[src/design/pfba_div.sv]
// ----------------------------------------------------------------------------
// Page frame bitmap allocator divider
// Registered division by the page size, or by the frames that one map page
// covers, for a page size that is a power of two; shared by init and free.
// ----------------------------------------------------------------------------
module pfba_div #(
   parameter int NUM_W = 52,
   parameter int SHIFT = 12
) (
   input  logic             clock,
   input  logic             reset,
   input  logic             start,
   input  logic             by_map,
   input  logic [NUM_W-1:0] numer,
   output logic             done,
   output logic [NUM_W-1:0] quotient
);
   logic             done_ff, done_in;
   logic [NUM_W-1:0] quo_ff, quo_in;

   // Both divisors are powers of two, so the quotient is a shift.
   always_comb begin
      done_in = start;
      quo_in  = quo_ff;
      if (start) begin
         if (by_map) begin
            quo_in = numer >> (SHIFT + 3);
         end else begin
            quo_in = numer >> SHIFT;
         end
      end
   end

   // Control register.
   always_ff @(posedge clock) begin
      if (reset) begin
         done_ff <= 1'b0;
      end else begin
         done_ff <= done_in;
      end
   end

   // Datapath register.
   always_ff @(posedge clock) begin
      quo_ff <= quo_in;
   end

   assign done     = done_ff;
   assign quotient = quo_ff;

endmodule

[config.mk]
export PLATFORM = sky130hd
export DESIGN_NAME = pfba_div
export DESIGN_NICKNAME = d
export VERILOG_FILES = /design/src/design/pfba_div.sv
export SDC_FILE = /design/constraint.sdc
export NUM_CORES = 1
export LEC_CHECK = 0
export BUFFER_PORTS_ARGS = -buffer_cell sky130_fd_sc_hd__buf_4
export CAP_MARGIN = 20
export CELL_PAD_IN_SITES_DETAIL_PLACEMENT = 1
export CELL_PAD_IN_SITES_GLOBAL_PLACEMENT = 2
export CORE_MARGIN = 3
export CORE_UTILIZATION = 24
export DETAILED_ROUTE_END_ITERATION = 8
export PLACE_DENSITY = 0.76
export SLEW_MARGIN = 20
export SYNTH_ARGS = -nofsm -noshare
export SYNTH_HDL_FRONTEND = slang
export SYNTH_SLANG_ARGS = --single-unit
export TNS_END_PERCENT = 1
[constraint.sdc]
create_clock -name clock -period 0.85 [get_ports clock]
set_clock_uncertainty 0.1 [all_clocks]
set_input_delay 0.0425 -clock clock [delete_from_list [all_inputs] [get_ports clock]]
set_output_delay 0.0425 -clock clock [all_outputs]
set_load 0.02 [all_outputs]
==> flow_summary.toml <==
[setup_path]
critPathKind = "flop to primary output"
cp_cell_sequence = "buf_6"
setup.worst_path.end_class = "primary output"
worst_setup_path_start_kind = "flop"
crit_slowest_cell = "edfxtp_1"
critPathArrivalTime_ns = 0.86
worst-path-buf-inv = 1
cp_slowest_stage_delay_ns = 0.42
crit_fanout = 1
cp_data_required_time_ns = 0.71
cp_top_family = "flip-flops"

[grt]
grt.overflow.total = 0
grt_pass1_wl_um = 6893
grt_max_degree = 22
grt_use_total_pct = 10.67
antenna_found_initial = 0
grt_pass1_vias = 1230

[clocking]
cts_buffers = 5
cts_tree = "yes"
cts-htree-levels = 2
clock_path_buffers = 2
cts.clk_slew.worst_paths_ns = 0.08
cts_root_buf = "clkbuf_8"
post_cts_buffers = 0
cts.sinks = 41
ctsHoldBuffers = 1

[synth]
ys_seq_area_share_pct = 67.78
synth.distinct_cells = 7
yosys_warnings = 0
synth_top_cell_area_share_pct = 66.67
yosys_register_bits = 41
syn_area_um2 = 1802
synthTopCellsByArea = "edfxtp_1 67%, mux2_2 23%, buf_4 5.0%, buf_6 2.5%, nor2b_1 1.4%"
synth_cells = 99
synthFlopType = "edfxtp_1"
synth.avg_cell_area_um2 = 18.20
synth_common_cells = "40 x edfxtp_1, 37 x mux2_2, 12 x buf_4"
async_flop_share_pct = 0
post-synth-top-count-cell = "edfxtp_1"
synth_edf_count = 40
yosysTopAreaCell = "edfxtp_1"

[floorplanning]
num_rows = 30
die_h_um = 92.65
core_area_um2 = 7019
ios = 109
die_area_um2 = 8583
start_util_pct = 25.67
die_w_um = 92.65

[job]
maxCapViolCount = 0

[timing]
finalSetupViolCount = 41
slew_violations = 0
rsz0062_at_grt = "yes"
setup_tns_ns = -4.860
fmax_mhz = 995.5
hold_ws_ns = -0.04927
worst_slack_ns = -0.1546
finalCritPeriodShare_pct = 118.2
min_period_ns = 1.005
hold_viol = 44

[placement]
placed_cells = 279
hpwl_um = 3282
gp_congestion = 0.7114
io_buffers = 84

[cells_and_area]
drive_above_1_share_pct = 69.27
fin_cells = 288
final_core_util_pct = 40.14
fillerInstances = 735
final_net_count = 247
area_growth_pct = 56.39
antennaDiodeCount = 0

[hold_path]
holdPathStages = 1
hold_path.class = "input port to flop"
hold_start = "start"
whs_endpoint = "quotient[34]$_DFFE_PP_"

[detailed_routing]
ant_nets = 0
dr_total_vias = 1143
drtIter0Drc = 19
drt-total-wl_um = 4476
viasPerCell = 3.969
wire_per_inst_um = 15.54
drc = 0
firstDrtPassIters = 4

[outcome]
status = "finished, violations left"
violations = "hold timing, setup timing"

[power]
cellPowerDensity_nw_per_um2 = 1838
ir_drop_mv = 0.5302
p_leak_uw = 0.001146
[per-layer routing]
metal | part of all wire (%) | GRT usage (%)
met4 | 1.1 | 2.564
met1 | 38 | 11.52
met3 | 9.8 | 4.630
met5 | 0 | 0
met2 | 51 | 19.15
[report_power, final]
group / internal [uW] / leakage [uW] / switching (uW)
logic: 610 / 0.000694 / 509
clock network: 868 / 0.0000528 / 669
registers: 2430 / 0.000400 / 88.5
[kinds of logic (layout without fill, tap and decap cells)]
group / after synthesis / count (layout) / synth area share, %
AND/OR/NAND/NOR: 4 / 4 / 1.389
flip-flops: 41 / 41 / 67.78
buffers and inverters: 16 / 98 / 7.500
multiplexers: 37 / 37 / 23.13
other: 1 / 12 / 0.2081
[stage by stage]
step | total power, uW | hold WS (ns) | area, um^2 | setup WS (ns)
after floorplan | 3044 | 0.01411 | 1843 | 0.01703
after global placement | 3533 | 0.1140 | 2546 | -0.1818
after detailed placement | 3552 | 0.1165 | 2546 | -0.1962
after CTS | 5241 | -0.05801 | 2818 | -0.1679
after global routing | 5399 | -0.05472 | 2818 | -0.1980
final | 5178 | -0.04927 | 2818 | -0.1546
[state kept, by name, indices dropped and copies added, names as in the netlist]
register / cells
quotient: 40
done: 1
[layout make-up]
cell class	count	area (um^2)	share of cell area [%]
repair buffers	90	882.1	31.31
flip-flops and latches	41	1222	43.38
clock inverters	2	33.78	1.199
well taps	96	120.1	4.263
clock buffers	6	72.57	2.575
multi-input cells	53	486.7	17.27
[worst max-delay path by stage]
stage	from	to	slack, ns	cells after the start
global route	quotient[12]$_DFFE_PP_	quotient[12]	-0.20	1
finish	quotient[12]$_DFFE_PP_	quotient[12]	-0.15	1
floorplan	by_map	quotient[0]$_DFFE_PP_	0.02	2
CTS	quotient[12]$_DFFE_PP_	quotient[12]	-0.17	1
global placement	by_map	quotient[2]$_DFFE_PP_	-0.18	3
detailed placement	by_map	quotient[29]$_DFFE_PP_	-0.20	3
[cell usage in the layout, fill, tap and decap left out]
cell type      instances
buf_4                 44
buf_6                 41
edfxtp_1              40
mux2_2                37
conb_1                12
clkbuf_8               5
nor2b_1                4
buf_12                 4
clkinv_1               1
clkbuf_1               1
bufinv_16              1
dfxtp_2                1
dlygate4sd3_1          1
[timing repair]
item,in CTS,in global routing
resized for setup,42,0
setup endpoints to repair,41,41
endpoints found under the hold margin,45,43
Power figures use the tool's default switching activity.
